`src/sv/pnsm_pkg.sv`:
```
// Shared types and constants for the peak-normalized sample mixer.
package pnsm_pkg;

    // Field and state widths.
    localparam int SAMPLE_W = 24;
    localparam int ACC_W    = 29;
    localparam int PEAK_W   = 28;
    localparam int GAIN_W   = 32;
    localparam int FS_W     = 23;

    // Divider geometry: a 54-bit dividend, a 28-bit divisor and a 32-bit quotient.
    localparam int DVD_W = 54;
    localparam int DEN_W = 28;
    localparam int QUO_W = 32;

    // Full-scale values and unity gain in Q1.31.
    localparam logic [FS_W-1:0]   FS24       = 23'd8388607;
    localparam logic [FS_W-1:0]   FS16       = 23'd32767;
    localparam logic [GAIN_W-1:0] UNITY_GAIN = 32'h8000_0000;

    // Operation codes carried by an input word.
    typedef enum logic [1:0] {
        OP_MEASURE = 2'd0,
        OP_WRITE   = 2'd1,
        OP_FINISH  = 2'd2,
        OP_CLEAR   = 2'd3
    } t_op;

    // Kinds of output word.
    localparam logic RESULT_SAMPLE = 1'b0;
    localparam logic RESULT_GAIN   = 1'b1;

    // Commands from the controller to the datapath.
    typedef struct packed {
        logic load;
        logic conv_start;
        logic fin_start;
        logic acc;
        logic peak;
        logic scale;
        logic sum_clear;
        logic gain_set;
        logic clear_all;
        logic emit;
        logic emit_kind;
    } t_dp_cmd;

    // Status from the datapath to the controller.
    typedef struct packed {
        logic div_last;
        logic last;
        logic peak_gt_fs;
        logic out_free;
    } t_dp_status;

endpackage

```
`src/sv/peak_normalized_sample_mixer.sv`:
```
// Top level: peak-normalized sample mixer, controller plus datapath.
// One word at a time. A source word is converted to the output depth and accumulated;
// one that closes a measure sample then updates the peak, one that closes a write
// sample is scaled and emits its mixed sample. Finish emits the gain word, computed by
// the gain divider when the peak exceeds full scale; clear resets sum, count, peak and gain.
// Synchronous active-low reset clears sum, count and peak, sets unity gain, 16-bit output.
module peak_normalized_sample_mixer #(
    parameter int MAX_SOURCES = 16
) (
    input  logic                                 i_clk,
    input  logic                                 i_rst_n,
    input  logic                                 i_cfg_valid,
    output logic                                 o_cfg_ready,
    input  logic                                 i_cfg_data,
    input  logic                                 i_in_valid,
    output logic                                 o_in_stall,
    input  logic [1:0]                           i_op,
    input  logic signed [pnsm_pkg::SAMPLE_W-1:0] i_sample,
    input  logic                                 i_source_is_24bit,
    input  logic                                 i_last_source,
    output logic                                 o_out_valid,
    input  logic                                 i_out_stall,
    output logic                                 o_result_kind,
    output logic signed [pnsm_pkg::SAMPLE_W-1:0] o_mixed_sample,
    output logic [pnsm_pkg::GAIN_W-1:0]          o_gain_value
);

    pnsm_pkg::t_dp_cmd    cmd;
    pnsm_pkg::t_dp_status status;
    logic                 cfg_we;

    assign cfg_we = i_cfg_valid && o_cfg_ready;

    pnsm_ctrl u_ctrl (
        .i_clk       (i_clk),
        .i_rst_n     (i_rst_n),
        .i_in_valid  (i_in_valid),
        .i_op        (pnsm_pkg::t_op'(i_op)),
        .o_in_stall  (o_in_stall),
        .o_cfg_ready (o_cfg_ready),
        .i_status    (status),
        .o_cmd       (cmd)
    );

    pnsm_dp #(
        .MAX_SOURCES (MAX_SOURCES)
    ) u_dp (
        .i_clk             (i_clk),
        .i_rst_n           (i_rst_n),
        .i_cfg_we          (cfg_we),
        .i_cfg_data        (i_cfg_data),
        .i_sample          (i_sample),
        .i_source_is_24bit (i_source_is_24bit),
        .i_last_source     (i_last_source),
        .i_cmd             (cmd),
        .o_status          (status),
        .i_out_stall       (i_out_stall),
        .o_out_valid       (o_out_valid),
        .o_result_kind     (o_result_kind),
        .o_mixed_sample    (o_mixed_sample),
        .o_gain_value      (o_gain_value)
    );

endmodule

```
`src/sv/pnsm_div.sv`:
```
// Radix-2 restoring divider, one quotient bit per cycle.
module pnsm_div (
    input  logic                          i_clk,
    input  logic                          i_rst_n,
    input  logic                          i_start,
    input  logic [pnsm_pkg::DVD_W-1:0]    i_dividend,
    input  logic [pnsm_pkg::DEN_W-1:0]    i_divisor,
    output logic                          o_last,
    output logic [pnsm_pkg::QUO_W-1:0]    o_quotient
);

    localparam int SW = $clog2(pnsm_pkg::QUO_W);
    localparam logic [SW-1:0] LAST_STEP = SW'(pnsm_pkg::QUO_W - 1);

    logic                         r_busy;
    logic [SW-1:0]                r_step;
    logic [pnsm_pkg::DEN_W-1:0]   r_rem;
    logic [pnsm_pkg::DEN_W-1:0]   r_den;
    logic [pnsm_pkg::QUO_W-1:0]   r_quo;
    logic [pnsm_pkg::DEN_W:0]     trial;
    logic [pnsm_pkg::DEN_W:0]     diff;
    logic                         fits;

    // Shift the next dividend bit into the partial remainder and try a subtract.
    always_comb begin
        trial = {r_rem, r_quo[pnsm_pkg::QUO_W-1]};
        diff  = trial - {1'b0, r_den};
        fits  = trial >= {1'b0, r_den};
    end

    // Step counter and busy flag.
    always_ff @(posedge i_clk) begin
        if (!i_rst_n) begin
            r_busy <= 1'b0;
            r_step <= '0;
        end else if (i_start) begin
            r_busy <= 1'b1;
            r_step <= '0;
        end else if (r_busy) begin
            r_step <= r_step + SW'(1);
            if (r_step == LAST_STEP) begin
                r_busy <= 1'b0;
            end
        end
    end

    // The quotient register starts as the low dividend bits and fills with quotient bits.
    always_ff @(posedge i_clk) begin
        if (i_start) begin
            r_rem <= pnsm_pkg::DEN_W'(i_dividend[pnsm_pkg::DVD_W-1:pnsm_pkg::QUO_W]);
            r_quo <= i_dividend[pnsm_pkg::QUO_W-1:0];
            r_den <= i_divisor;
        end else if (r_busy) begin
            r_rem <= fits ? diff[pnsm_pkg::DEN_W-1:0] : trial[pnsm_pkg::DEN_W-1:0];
            r_quo <= {r_quo[pnsm_pkg::QUO_W-2:0], fits};
        end
    end

    assign o_last     = r_busy && (r_step == LAST_STEP);
    assign o_quotient = r_quo;

    // A new division never starts on top of one in flight.
    a_no_restart: assert property (@(posedge i_clk) disable iff (!i_rst_n)
        i_start |-> !r_busy)
        else $error("divider restarted while busy");

    // The last step ends the division.
    a_last_ends: assert property (@(posedge i_clk) disable iff (!i_rst_n)
        (o_last && !i_start) |=> !r_busy)
        else $error("divider still busy after its last step");

endmodule

```
`src/sv/pnsm_dp.sv`:
```
// Datapath: depth conversion, accumulator, peak and gain registers, output register.
module pnsm_dp #(
    parameter int MAX_SOURCES = 16
) (
    input  logic                                 i_clk,
    input  logic                                 i_rst_n,
    input  logic                                 i_cfg_we,
    input  logic                                 i_cfg_data,
    input  logic signed [pnsm_pkg::SAMPLE_W-1:0] i_sample,
    input  logic                                 i_source_is_24bit,
    input  logic                                 i_last_source,
    input  pnsm_pkg::t_dp_cmd                    i_cmd,
    output pnsm_pkg::t_dp_status                 o_status,
    input  logic                                 i_out_stall,
    output logic                                 o_out_valid,
    output logic                                 o_result_kind,
    output logic signed [pnsm_pkg::SAMPLE_W-1:0] o_mixed_sample,
    output logic [pnsm_pkg::GAIN_W-1:0]          o_gain_value
);

    localparam int CW = $clog2(MAX_SOURCES + 1);
    localparam logic [CW-1:0] MAX_CNT = CW'(MAX_SOURCES);
    localparam logic signed [33:0] ACC_HI = 34'sd268435455;
    localparam logic signed [33:0] ACC_LO = -34'sd268435456;

    // Architectural state.
    logic                                 r_out24;
    logic signed [pnsm_pkg::ACC_W-1:0]    r_sum;
    logic [CW-1:0]                        r_cnt;
    logic [pnsm_pkg::PEAK_W-1:0]          r_peak;
    logic [pnsm_pkg::GAIN_W-1:0]          r_gain;

    // Captured word and intermediate registers.
    logic [pnsm_pkg::SAMPLE_W-1:0]        r_mag;
    logic                                 r_src24;
    logic                                 r_last;
    logic                                 r_neg;
    logic [31:0]                          r_conv_mag;
    logic [60:0]                          r_prod;
    logic                                 r_prod_neg;

    // Output register.
    logic                                 r_out_valid;
    logic                                 r_out_kind;
    logic signed [pnsm_pkg::SAMPLE_W-1:0] r_out_sample;
    logic [pnsm_pkg::GAIN_W-1:0]          r_out_gain;

    logic [pnsm_pkg::FS_W-1:0]            fs;
    logic [pnsm_pkg::SAMPLE_W-1:0]        in_mag;
    logic [31:0]                          up_x;
    logic [16:0]                          up_t;
    logic [1:0]                           up_fix;
    logic [31:0]                          up_mag;
    logic [38:0]                          dn_x;
    logic [23:0]                          dn_t;
    logic [15:0]                          dn_mag;
    logic [31:0]                          conv_mag;
    logic                                 div_start;
    logic [pnsm_pkg::DVD_W-1:0]           div_dividend;
    logic [pnsm_pkg::DEN_W-1:0]           div_divisor;
    logic                                 div_last;
    logic [pnsm_pkg::QUO_W-1:0]           quotient;
    logic [32:0]                          conv_ext;
    logic signed [32:0]                   conv_val;
    logic signed [33:0]                   acc_sum;
    logic signed [pnsm_pkg::ACC_W-1:0]    acc_sat;
    logic                                 cnt_open;
    logic [pnsm_pkg::ACC_W-1:0]           sum_mag;
    logic [pnsm_pkg::PEAK_W-1:0]          peak_cand;
    logic [60:0]                          scale_prod;
    logic [29:0]                          scaled;
    logic [pnsm_pkg::FS_W-1:0]            sat_mag;
    logic [pnsm_pkg::SAMPLE_W-1:0]        sat_ext;
    logic [pnsm_pkg::SAMPLE_W-1:0]        out_val;
    logic                                 out_free;

    // Full scale follows the output depth.
    always_comb begin
        fs = r_out24 ? pnsm_pkg::FS24 : pnsm_pkg::FS16;
    end

    // Magnitude of the incoming sample, captured with the word.
    always_comb begin
        in_mag = i_sample[pnsm_pkg::SAMPLE_W-1] ? pnsm_pkg::SAMPLE_W'(-i_sample)
                                                : pnsm_pkg::SAMPLE_W'(i_sample);
    end

    // Depth conversion on the magnitude. Up: m*(2^23-1)/(2^15-1) = 256*m + 255*m/(2^15-1).
    // Down: m*(2^15-1)/(2^23-1). Each division by 2^k-1 folds the high part onto the
    // low part and fixes the quotient with one or two compares.
    always_comb begin
        up_x = {r_mag, 8'b0} - 32'(r_mag);
        up_t = up_x[31:15] + 17'(up_x[14:0]);
        if (up_t >= 17'd65534) begin
            up_fix = 2'd2;
        end else if (up_t >= 17'd32767) begin
            up_fix = 2'd1;
        end else begin
            up_fix = 2'd0;
        end
        up_mag = {r_mag, 8'b0} + 32'(up_x[31:15]) + 32'(up_fix);
        dn_x   = {r_mag, 15'b0} - 39'(r_mag);
        dn_t   = 24'(dn_x[38:23]) + {1'b0, dn_x[22:0]};
        dn_mag = dn_x[38:23] + 16'(dn_t >= 24'd8388607);
        if (r_src24 == r_out24) begin
            conv_mag = 32'(r_mag);
        end else if (r_out24) begin
            conv_mag = up_mag;
        end else begin
            conv_mag = 32'(dn_mag);
        end
    end

    // The divider computes the gain on finish.
    always_comb begin
        div_start    = i_cmd.fin_start;
        div_dividend = {fs, 31'b0};
        div_divisor  = r_peak;
    end

    pnsm_div u_div (
        .i_clk      (i_clk),
        .i_rst_n    (i_rst_n),
        .i_start    (div_start),
        .i_dividend (div_dividend),
        .i_divisor  (div_divisor),
        .o_last     (div_last),
        .o_quotient (quotient)
    );

    // Signed contribution and the saturating accumulator add.
    always_comb begin
        conv_ext = {1'b0, r_conv_mag};
        conv_val = r_neg ? -$signed(conv_ext) : $signed(conv_ext);
        acc_sum  = $signed({{5{r_sum[pnsm_pkg::ACC_W-1]}}, r_sum})
                 + $signed({conv_val[32], conv_val});
        if (acc_sum > ACC_HI) begin
            acc_sat = ACC_HI[pnsm_pkg::ACC_W-1:0];
        end else if (acc_sum < ACC_LO) begin
            acc_sat = ACC_LO[pnsm_pkg::ACC_W-1:0];
        end else begin
            acc_sat = acc_sum[pnsm_pkg::ACC_W-1:0];
        end
        cnt_open = r_cnt < MAX_CNT;
    end

    // Magnitude of the finished sum, for the peak and for scaling.
    always_comb begin
        sum_mag    = r_sum[pnsm_pkg::ACC_W-1] ? pnsm_pkg::ACC_W'(-r_sum)
                                              : pnsm_pkg::ACC_W'(r_sum);
        peak_cand  = sum_mag[pnsm_pkg::ACC_W-1] ? '1 : sum_mag[pnsm_pkg::PEAK_W-1:0];
        scale_prod = 61'(sum_mag) * 61'(r_gain);
    end

    // Scaled sample: drop the Q1.31 fraction, clip to full scale, restore the sign.
    always_comb begin
        scaled  = r_prod[60:31];
        sat_mag = (scaled > {7'b0, fs}) ? fs : scaled[pnsm_pkg::FS_W-1:0];
        sat_ext = {1'b0, sat_mag};
        out_val = r_prod_neg ? pnsm_pkg::SAMPLE_W'(-sat_ext) : sat_ext;
    end

    assign out_free = !r_out_valid || !i_out_stall;

    // Control and architectural state.
    always_ff @(posedge i_clk) begin
        if (!i_rst_n) begin
            r_out24     <= 1'b0;
            r_sum       <= '0;
            r_cnt       <= '0;
            r_peak      <= '0;
            r_gain      <= pnsm_pkg::UNITY_GAIN;
            r_out_valid <= 1'b0;
        end else begin
            if (i_cfg_we) begin
                r_out24 <= i_cfg_data;
            end
            if (i_cmd.clear_all) begin
                r_sum  <= '0;
                r_cnt  <= '0;
                r_peak <= '0;
                r_gain <= pnsm_pkg::UNITY_GAIN;
            end else begin
                // Contributions past the source limit are dropped.
                priority if (i_cmd.sum_clear) begin
                    r_sum <= '0;
                    r_cnt <= '0;
                end else if (i_cmd.acc && cnt_open) begin
                    r_sum <= acc_sat;
                    r_cnt <= r_cnt + CW'(1);
                end else begin
                    r_sum <= r_sum;
                    r_cnt <= r_cnt;
                end
                if (i_cmd.peak && (peak_cand > r_peak)) begin
                    r_peak <= peak_cand;
                end
                if (i_cmd.gain_set) begin
                    r_gain <= o_status.peak_gt_fs ? quotient : pnsm_pkg::UNITY_GAIN;
                end
            end
            if (i_cmd.emit) begin
                r_out_valid <= 1'b1;
            end else if (!i_out_stall) begin
                r_out_valid <= 1'b0;
            end
        end
    end

    // Payload registers.
    always_ff @(posedge i_clk) begin
        if (i_cmd.load) begin
            r_mag   <= in_mag;
            r_src24 <= i_source_is_24bit;
            r_last  <= i_last_source;
            r_neg   <= i_sample[pnsm_pkg::SAMPLE_W-1];
        end
        if (i_cmd.conv_start) begin
            r_conv_mag <= conv_mag;
        end
        if (i_cmd.scale) begin
            r_prod     <= scale_prod;
            r_prod_neg <= r_sum[pnsm_pkg::ACC_W-1];
        end
        if (i_cmd.emit) begin
            r_out_kind   <= i_cmd.emit_kind;
            r_out_sample <= (i_cmd.emit_kind == pnsm_pkg::RESULT_GAIN) ? '0 : $signed(out_val);
            r_out_gain   <= r_gain;
        end
    end

    always_comb begin
        o_status.div_last   = div_last;
        o_status.last       = r_last;
        o_status.peak_gt_fs = r_peak > {5'b0, fs};
        o_status.out_free   = out_free;
    end

    assign o_out_valid    = r_out_valid;
    assign o_result_kind  = r_out_kind;
    assign o_mixed_sample = r_out_sample;
    assign o_gain_value   = r_out_gain;

    // The contribution count never passes the source limit.
    a_cnt_bound: assert property (@(posedge i_clk) disable iff (!i_rst_n)
        r_cnt <= MAX_CNT)
        else $error("contribution count beyond source limit");

    // The gain only ever attenuates.
    a_gain_bound: assert property (@(posedge i_clk) disable iff (!i_rst_n)
        r_gain <= pnsm_pkg::UNITY_GAIN)
        else $error("gain above unity");

endmodule

```
`src/sv/pnsm_ctrl.sv`:
```
// Controller state machine that sequences one word at a time through the datapath.
module pnsm_ctrl (
    input  logic                 i_clk,
    input  logic                 i_rst_n,
    input  logic                 i_in_valid,
    input  pnsm_pkg::t_op        i_op,
    output logic                 o_in_stall,
    output logic                 o_cfg_ready,
    input  pnsm_pkg::t_dp_status i_status,
    output pnsm_pkg::t_dp_cmd    o_cmd
);

    typedef enum logic [9:0] {
        S_IDLE  = 10'b00_0000_0001,
        S_CONV  = 10'b00_0000_0010,
        S_DIV   = 10'b00_0000_0100,
        S_ACC   = 10'b00_0000_1000,
        S_PEAK  = 10'b00_0001_0000,
        S_SCALE = 10'b00_0010_0000,
        S_FIN   = 10'b00_0100_0000,
        S_GAIN  = 10'b00_1000_0000,
        S_CLR   = 10'b01_0000_0000,
        S_EMIT  = 10'b10_0000_0000
    } t_state;

    t_state        r_state;
    t_state        n_state;
    pnsm_pkg::t_op r_op;
    pnsm_pkg::t_op n_op;
    logic          accept;

    assign accept = i_in_valid && (r_state == S_IDLE);

    // Next state and datapath commands.
    always_comb begin
        n_state = r_state;
        n_op    = r_op;
        o_cmd   = '0;
        unique case (r_state)
            S_IDLE: begin
                if (accept) begin
                    o_cmd.load = 1'b1;
                    n_op       = i_op;
                    unique case (i_op)
                        pnsm_pkg::OP_MEASURE,
                        pnsm_pkg::OP_WRITE:  n_state = S_CONV;
                        pnsm_pkg::OP_FINISH: n_state = S_FIN;
                        pnsm_pkg::OP_CLEAR:  n_state = S_CLR;
                        default:             n_state = S_IDLE;
                    endcase
                end
            end
            S_CONV: begin
                // Bring the sample to the output depth and hold it for the add.
                o_cmd.conv_start = 1'b1;
                n_state          = S_ACC;
            end
            S_DIV: begin
                if (i_status.div_last) begin
                    n_state = S_GAIN;
                end
            end
            S_ACC: begin
                o_cmd.acc = 1'b1;
                if (!i_status.last) begin
                    n_state = S_IDLE;
                end else if (r_op == pnsm_pkg::OP_MEASURE) begin
                    n_state = S_PEAK;
                end else begin
                    n_state = S_SCALE;
                end
            end
            S_PEAK: begin
                o_cmd.peak      = 1'b1;
                o_cmd.sum_clear = 1'b1;
                n_state         = S_IDLE;
            end
            S_SCALE: begin
                o_cmd.scale     = 1'b1;
                o_cmd.sum_clear = 1'b1;
                n_state         = S_EMIT;
            end
            S_FIN: begin
                // Only a peak above full scale needs a division.
                o_cmd.sum_clear = 1'b1;
                o_cmd.fin_start = i_status.peak_gt_fs;
                n_state         = i_status.peak_gt_fs ? S_DIV : S_GAIN;
            end
            S_GAIN: begin
                o_cmd.gain_set = 1'b1;
                n_state        = S_EMIT;
            end
            S_CLR: begin
                o_cmd.clear_all = 1'b1;
                n_state         = S_IDLE;
            end
            S_EMIT: begin
                o_cmd.emit_kind = (r_op == pnsm_pkg::OP_FINISH) ? pnsm_pkg::RESULT_GAIN
                                                                : pnsm_pkg::RESULT_SAMPLE;
                if (i_status.out_free) begin
                    o_cmd.emit = 1'b1;
                    n_state    = S_IDLE;
                end
            end
            default: begin
                n_state = S_IDLE;
            end
        endcase
    end

    // State register.
    always_ff @(posedge i_clk) begin
        if (!i_rst_n) begin
            r_state <= S_IDLE;
            r_op    <= pnsm_pkg::OP_MEASURE;
        end else begin
            r_state <= n_state;
            r_op    <= n_op;
        end
    end

    assign o_in_stall  = (r_state != S_IDLE);
    assign o_cfg_ready = (r_state == S_IDLE);

    // A word is only loaded into the output register when that register is free.
    a_emit_free: assert property (@(posedge i_clk) disable iff (!i_rst_n)
        o_cmd.emit |-> i_status.out_free)
        else $error("output word overwritten");

    // An accepted word keeps the input side closed on the next cycle.
    a_accept_busy: assert property (@(posedge i_clk) disable iff (!i_rst_n)
        (i_in_valid && !o_in_stall) |=> o_in_stall)
        else $error("second word taken while one is in progress");

endmodule
```
`config.mk`:
```
export PLATFORM = sky130hd
export DESIGN_NAME = peak_normalized_sample_mixer
export DESIGN_NICKNAME = d
export VERILOG_FILES = /design/src/sv/pnsm_pkg.sv /design/src/sv/peak_normalized_sample_mixer.sv /design/src/sv/pnsm_div.sv /design/src/sv/pnsm_dp.sv /design/src/sv/pnsm_ctrl.sv
export SDC_FILE = /design/constraint.sdc
export NUM_CORES = 2
export LEC_CHECK = 0
export BUFFER_PORTS_ARGS = -buffer_cell sky130_fd_sc_hd__clkbuf_2
export CORE_MARGIN = 3
export CORE_UTILIZATION = 32
export CTS_CLUSTER_SIZE = 20
export DETAILED_ROUTE_END_ITERATION = 8
export PLACE_DENSITY = 0.55
export SKIP_CTS_REPAIR_TIMING = 1
export SYNTH_ARGS = -nofsm -noshare
export SYNTH_HDL_FRONTEND = slang
export SYNTH_SLANG_ARGS = --single-unit
```
`constraint.sdc`:
```
create_clock -name i_clk -period 14.7 [get_ports i_clk]
set_clock_uncertainty 0.05 [all_clocks]
set_input_delay 2.94 -clock i_clk [delete_from_list [all_inputs] [get_ports i_clk]]
set_output_delay 2.94 -clock i_clk [all_outputs]
set_load 0.01 [all_outputs]
```
; ---- Yosys cells after proc, flatten, opt, wreduce, memory -nomap -nowiden
; Index checks and enable logic that the tools add are counted.
[word_totals]
reg_bits = 380
input_bits = 34
[op_classes]
magnitude_cmp = 10
bitwise_logic = 3
eq_ne = 21
addsub = 15
multipliers = 1
muxes = 45
reduce_logical = 21
[ops]
columns = operator, n
row1 = two-way mux 32 bit, 3
row2 = two-way mux 23 bit, 4
row3 = two-way mux 29 bit, 3
row4 = one-hot mux 10 bit (7 select lines), 1
row5 = multiplier 29 x 32 -> 61 bit, 1
row6 = two-way mux 28 bit, 2
row7 = two-way mux 24 bit, 2
row8 = two-way mux 22 bit, 2
row9 = subtractor 39 x 24 -> 39 bit, 1
row10 = adder 29 x 33 -> 34 bit, 1
row11 = "> comparator 34 x 29 -> 1 bit, second input constant", 1
row12 = "< comparator 34 x 29 -> 1 bit, second input constant", 1
row13 = two-way mux 33 bit, 1
row14 = negation 32 -> 33 bit, 1
row15 = adder 32 x 17 -> 32 bit, 1
row16 = adder 32 x 2 -> 32 bit, 1
row17 = subtractor 32 x 24 -> 32 bit, 1
row18 = > comparator 30 x 23 -> 1 bit, 1
row19 = two-way mux 10 bit, 3
row20 = one-hot mux 10 bit (3 select lines), 1
row21 = greater-or-equal comparator 29 x 28 -> 1 bit, 1
row22 = negation 29 bit, 1
row23 = > comparator 28 x 23 -> 1 bit, 1
row24 = > comparator 28 bit, 1
row25 = other kinds (41), 80

; ---- Depth between registers and ports, before layout
[logic_depth]
depth_word = 8
mapped_depth = 36
mapped_depth_nobuf = 34

; ---- By module
; A second synthesis with hierarchy kept.
[unflattened]
hier_cells = 5985
hier_area_um2 = 54294.6
[modules_own_cells]
columns = mod, n_inst, area_each_um2, cells_each, seq_area_each_um2
row1 = pnsm_dp, 1, 47770.8, 5366, 6336.1
row2 = pnsm_div, 1, 5744.3, 526, 2702.6
row3 = pnsm_ctrl, 1, 773.2, 92, 240.2
row4 = peak_normalized_sample_mixer, 1, 6.3, 1, 0.0

; ---- Worst setup path before layout
; OpenSTA, ideal clock, no wires.
[synth_path]
path_type = register to register
start = reg u_dp.r_sum[6] (netlist name)
end = reg u_dp.r_prod[60], data pin
period_less_slack_ns = 10.155
stages_incl_launch_ff = 33
required_ns = 14.390
setup_slack_ns = 4.545
arrival_ns = 9.845
path_cell_list = dfxtp_1 or4_1 nor4_1 nand2b_1 or3_1 o31a_1 a21oi_1 o21ai_0 xor2_1 clkbuf_1 nand2_1 fa_1 inv_1 fa_1 fa_1 fa_1 fa_1 fa_1 fa_1 inv_1 fa_1 inv_1 ha_1 clkbuf_1 nand4_1 nor4_1 o21ai_0 o21a_1 o41ai_1 o21ai_0 o311ai_0 a21oi_1 xnor2_1
[synth_via]
elab_chain_len = 3
[synth_lines]
columns = item, line_no
row1 = start: declaration, pnsm_dp.sv:28  ; logic signed [pnsm_pkg::ACC_W-1:0] r_sum;
row2 = start signal: assignment, pnsm_dp.sv:189  ; r_sum <= acc_sat;
row3 = start signal: assignment, pnsm_dp.sv:192  ; r_sum <= r_sum;
row4 = negation 29 bit, pnsm_dp.sv:149  ; sum_mag = r_sum[pnsm_pkg::ACC_W-1] ? pnsm_pkg::ACC_W'(-r_sum)
row5 = two-way mux 29 bit (*), pnsm_dp.sv:149
row6 = multiplier 29 x 32 -> 61 bit (*), pnsm_dp.sv:152  ; scale_prod = 61'(sum_mag) * 61'(r_gain);
row7 = named net u_dp.scale_prod[60], pnsm_dp.sv:70  ; logic [60:0] scale_prod;
row8 = end signal: assignment, pnsm_dp.sv:222  ; r_prod <= scale_prod;
row9 = end: declaration, pnsm_dp.sv:39  ; logic [60:0] r_prod;
; Mark *: on every way through the listed nets, which the timed path passes. The rest lies on a longest branch.
; A chain may end at the register's enable or synchronous reset.

; ---- Worst setup path in the final report
; Same ends and word-level chain as after synthesis.

==> load_flow_metrics.sql <==
INSERT INTO impl_metrics (metric_group, metric, value, unit) VALUES
('hold_path', 'worst_hold_path_type', 'register to register', ''),
('route', 'via_count', '41382', ''),
('synth', 'yosysSeqAreaShare', '16.8', '%'),
('die', 'initial_utilization', '32.2', '%'),
('route', 'antenna_left', '0', ''),
('worst_setup_path', 'worst_path_dominant_cell_family', 'adder cells', ''),
('hold_path', 'cells_on_worst_hold_path', '0', ''),
('clock_network', 'cts.clk_slew.worst_paths', '60', 'ps'),
('route', 'vias_per_cell', '5.09', ''),
('worst_setup_path', 'worst-endpoint-arrival', '12260', 'ps'),
('worst_setup_path', 'end_kind', 'register', ''),
('route', 'drt-pass1-iter-count', '6', ''),
('synth', 'number_of_flops_mapped_to_enable_cells_by_yosys', '198', ''),
('sta', 'slew_viol_final', '0', ''),
('synth', 'syn_area', '53200', 'µm²'),
('global_route', 'grt_use_total', '19.0', '%'),
('power_and_ir_drop', 'powerDensity', '50.5', 'nW/µm²'),
('synth', 'synthDistinctLibCells', '88', ''),
('synth', 'synth_ff_type', 'sky130_fd_sc_hd__edfxtp_1', ''),
('finish', 'post_route_cells_drive_above_1_share', '5.76', '%'),
('clock_network', 'cts_max_path_buffers', '3', ''),
('worst_setup_path', 'worstPathBufferInverterCount', '4', ''),
('clock_network', 'cts_htree_levels', '2', ''),
('run', 'timing.max_cap.violations', '0', ''),
('clock_network', 'clk_root_buffer_cell', 'sky130_fd_sc_hd__clkbuf_16', ''),
('die', 'die_width', '414', 'µm'),
('synth', 'synth_warnings', '0', ''),
('die', 'core-area', '165000', 'µm²'),
('die', 'floorplan.rows', '149', ''),
('worst_setup_path', 'cp_common_cell', 'sky130_fd_sc_hd__fa_1', ''),
('worst_setup_path', 'required', '15010', 'ps'),
('synth', 'yosysMostFrequentCell', 'sky130_fd_sc_hd__inv_1', ''),
('global_route', 'overflow_left_after_global_routing', '0', ''),
('synth', 'synthTopCellsByCount', '1015 x sky130_fd_sc_hd__inv_1, 809 x sky130_fd_sc_hd__fa_1, 772 x sky130_fd_sc_hd__nand2_1', ''),
('worst_setup_path', 'crit-reg2reg-launch', 'u_dp.r_sum[6]$_SDFFE_PP0P_', ''),
('sta', 'worst-slew-pin-transition', '1310', 'ps'),
('synth', 'synth_area_leaders', 'sky130_fd_sc_hd__fa_1 30%, sky130_fd_sc_hd__edfxtp_1 11%, sky130_fd_sc_hd__ha_1 10%, sky130_fd_sc_hd__inv_1 7.2%, sky130_fd_sc_hd__dfxtp_1 5.7%', ''),
('global_route', 'grt_start_max_net_pins', '66', ''),
('run_status', 'outcome', 'finished, final reports clean', ''),
('sta', 'totalNegativeSetupSlack', '0', 'ps'),
('synth', 'postSynthNetCount', '7233', ''),
('power_and_ir_drop', 'peakVddDrop', '0.000103', 'V'),
('worst_setup_path', 'cpPeakStageDelay', '860', 'ps'),
('synth', 'yosys.area.top_type_share', '30.4', '%'),
('clock_network', 'cts-buffers-inserted', '46', ''),
('hold_path', 'hold_start', 'u_dp.div_divisor[14]$_SDFFE_PP0P_', ''),
('synth', 'synthesis.instances', '5960', ''),
('place', 'final_weighted_congestion_in_routability_driven_placement', '0.895', ''),
('sta', 'hold_viol_final', '0', ''),
('synth', 'synth_largest_area_cell', 'sky130_fd_sc_hd__fa_1', ''),
('sta', 'min_period_over_period', '81.3', '%'),
('clock_network', 'insertion_delay', '660', 'ps'),
('route', 'wl_per_cell', '19.6', 'µm'),
('place', 'place.detailed.hpwl', '119', 'mm'),
('worst_setup_path', 'cp-startpoint', 'u_dp.r_sum[6]$_SDFFE_PP0P_', ''),
('finish', 'area_growth_syn_to_layout', '8.65', '%'),
('die', 'design.portCount', '94', ''),
('power_and_ir_drop', 'power.static_leakage', '27.3', 'nW'),
('worst_setup_path', 'critical_path_cell_count', '31', ''),
('die', 'die_h', '414', 'µm'),
('route', 'drc', '0', ''),
('synth', 'syn_avg_cell_area', '8.93', 'µm²'),
('route', 'route.final.wire_length', '159', 'mm'),
('finish', 'stdcell_area', '57800', 'µm²'),
('sta', 'slew_headroom', '12.0', '%'),
('sta', 'final_number_of_setup_violating_endpoints', '0', ''),
('global_route', 'first_global_vias', '43213', ''),
('worst_setup_path', 'critical_path.max_fanout', '25', ''),
('worst_setup_path', 'worstSetupPathType', 'register to register', ''),
('worst_setup_path', 'timing.critical_path.slowest_stage_cell', 'sky130_fd_sc_hd__o41ai_1', ''),
('place', 'port-buffer-count', '93', '');
power by group:
group | leakage [nW] | switching, W | total [W] | internal, W
Sequential | 3.05 | 0.0000266 | 0.00107 | 0.00104
Clock | 0.770 | 0.000495 | 0.00120 | 0.000706
Combinational | 23.5 | 0.000402 | 0.000656 | 0.000253
state kept, by name, indices dropped and copies added (netlist names):
register and flops:
u_dp.r_last 1, u_dp.o_out_valid 1, u_dp.o_result_kind 1, u_dp.o_gain_value 32
u_dp.r_gain 32, u_dp.u_div.r_step 5, u_dp.r_mag 24, u_dp.u_div.r_den 28
u_dp.r_src24 1, u_dp.r_prod 30, u_dp.o_mixed_sample 24, u_dp.r_out24 1
u_dp.u_div.r_busy 1, u_ctrl.r_op 2, u_dp.r_cnt 5, u_dp.r_prod_neg 1
u_dp.r_neg 1, u_dp.r_sum 29, u_dp.u_div.r_rem 28, u_dp.r_conv_mag 32
u_dp.div_divisor 28, u_ctrl.r_state 10, u_dp.u_div.o_quotient 32
layout by cell type (no fill, tap or decap), types with 12 or more instances in the layout:
cell type	Yosys	layout
sky130_fd_sc_hd__buf_4	0	85
sky130_fd_sc_hd__clkbuf_2	1	93
sky130_fd_sc_hd__a31oi_1	23	23
sky130_fd_sc_hd__o21ai_0	173	173
sky130_fd_sc_hd__fa_1	809	809
sky130_fd_sc_hd__mux2i_1	58	58
sky130_fd_sc_hd__o211ai_1	32	32
sky130_fd_sc_hd__a211oi_1	54	54
sky130_fd_sc_hd__nor2_1	253	253
sky130_fd_sc_hd__nand3_1	91	91
sky130_fd_sc_hd__xnor2_2	0	21
sky130_fd_sc_hd__and3_1	19	18
sky130_fd_sc_hd__o31ai_1	31	31
sky130_fd_sc_hd__nor3_1	54	54
sky130_fd_sc_hd__nor4_1	33	33
sky130_fd_sc_hd__dfxtp_1	151	144
sky130_fd_sc_hd__clkbuf_16	0	47
sky130_fd_sc_hd__nand2b_1	60	60
sky130_fd_sc_hd__or2_2	15	15
sky130_fd_sc_hd__a21o_1	100	100
sky130_fd_sc_hd__xor2_1	57	52
sky130_fd_sc_hd__nand4_1	53	53
sky130_fd_sc_hd__o22ai_1	29	29
sky130_fd_sc_hd__o21bai_1	21	21
sky130_fd_sc_hd__nand2_1	772	772
sky130_fd_sc_hd__and2_1	398	397
sky130_fd_sc_hd__a221oi_1	15	15
sky130_fd_sc_hd__xnor2_1	214	193
sky130_fd_sc_hd__ha_1	430	430
sky130_fd_sc_hd__or3_1	28	28
sky130_fd_sc_hd__nor3b_1	14	12
sky130_fd_sc_hd__edfxtp_1	198	198
sky130_fd_sc_hd__o41ai_1	18	18
sky130_fd_sc_hd__inv_1	1015	1014
sky130_fd_sc_hd__o21a_1	35	35
sky130_fd_sc_hd__a21oi_1	230	229
sky130_fd_sc_hd__a21boi_0	13	13
sky130_fd_sc_hd__or4_1	12	12
sky130_fd_sc_hd__nor2b_1	27	26
worst register-to-register path, delay by kind of cell (launching register included):
family,cells,cell delay [ps]
adders and majority gates,9,4590
AOI/OAI and AO/OA,8,3080
and+or+nand+nor,8,2370
xor gates and xnor gates,2,640
buffers and inverters,4,580
DFF,1,380
metrics by stage:
stage | setup slack, ps | cells | utilization (%) | power (W) | hold slack, ps
floorplan | 4540 | 5960 | - | 0.00156 | 358
global placement | 2800 | 8041 | 34.1 | 0.00173 | 373
detailed placement | 2670 | 8041 | 34.1 | 0.00173 | 372
CTS | 2640 | 8127 | 35.0 | 0.00295 | 386
global route | 1880 | 8127 | 35.0 | 0.00306 | 395
finish | 2740 | 8130 | 35.0 | 0.00292 | 384
metal layers:
layer | wire, µm | up-vias | share of wire (%) | track usage [%]
li1 | - | 19022 | - | -
met1 | 70600 | 20944 | 44 | 26.1
met2 | 75800 | 1204 | 48 | 32.2
met3 | 8840 | 212 | 5.6 | 2.11
met4 | 3900 | 0 | 2.5 | 4.57
met5 | 0 | - | 0 | 0
cells by family (layout without fill, tap and decap cells):
logic type | after synthesis | after routing | share of synthesized area, %
and+or+nand+nor | 1870 | 1870 | 17.1
buffers and inverters | 1306 | 1284 | 9.26
adders and majority gates | 1239 | 1239 | 40.5
AOI/OAI and AO/OA | 860 | 860 | 10.5
DFF | 349 | 349 | 16.8
xor gates and xnor gates | 271 | 271 | 4.46
muxes | 65 | 65 | 1.24
other | 0 | 3 | 0
worst paths after layout:
kind / endpoint / slack [ps]
max: u_dp.r_prod[60]$_DFFE_PP_ / 2740
min: u_dp.u_div.r_den[14]$_DFFE_PP_ / 380
max reg2reg: u_dp.r_prod[60]$_DFFE_PP_ / 2740
min reg2reg: u_dp.u_div.r_den[14]$_DFFE_PP_ / 380
area by class of cell:
type | count | area [µm²]
well taps | 2189 | 2740
diodes | 3 | 7.51
multi-input cells | 4305 | 39600
inverters | 1020 | 3830
clock buffers | 61 | 1280
flip-flops and latches | 349 | 8980
repair buffers | 178 | 1100
fillers | 17182 | 107000
clock inverters | 25 | 314
No activity file was read; power rests on OpenSTA's default activity.
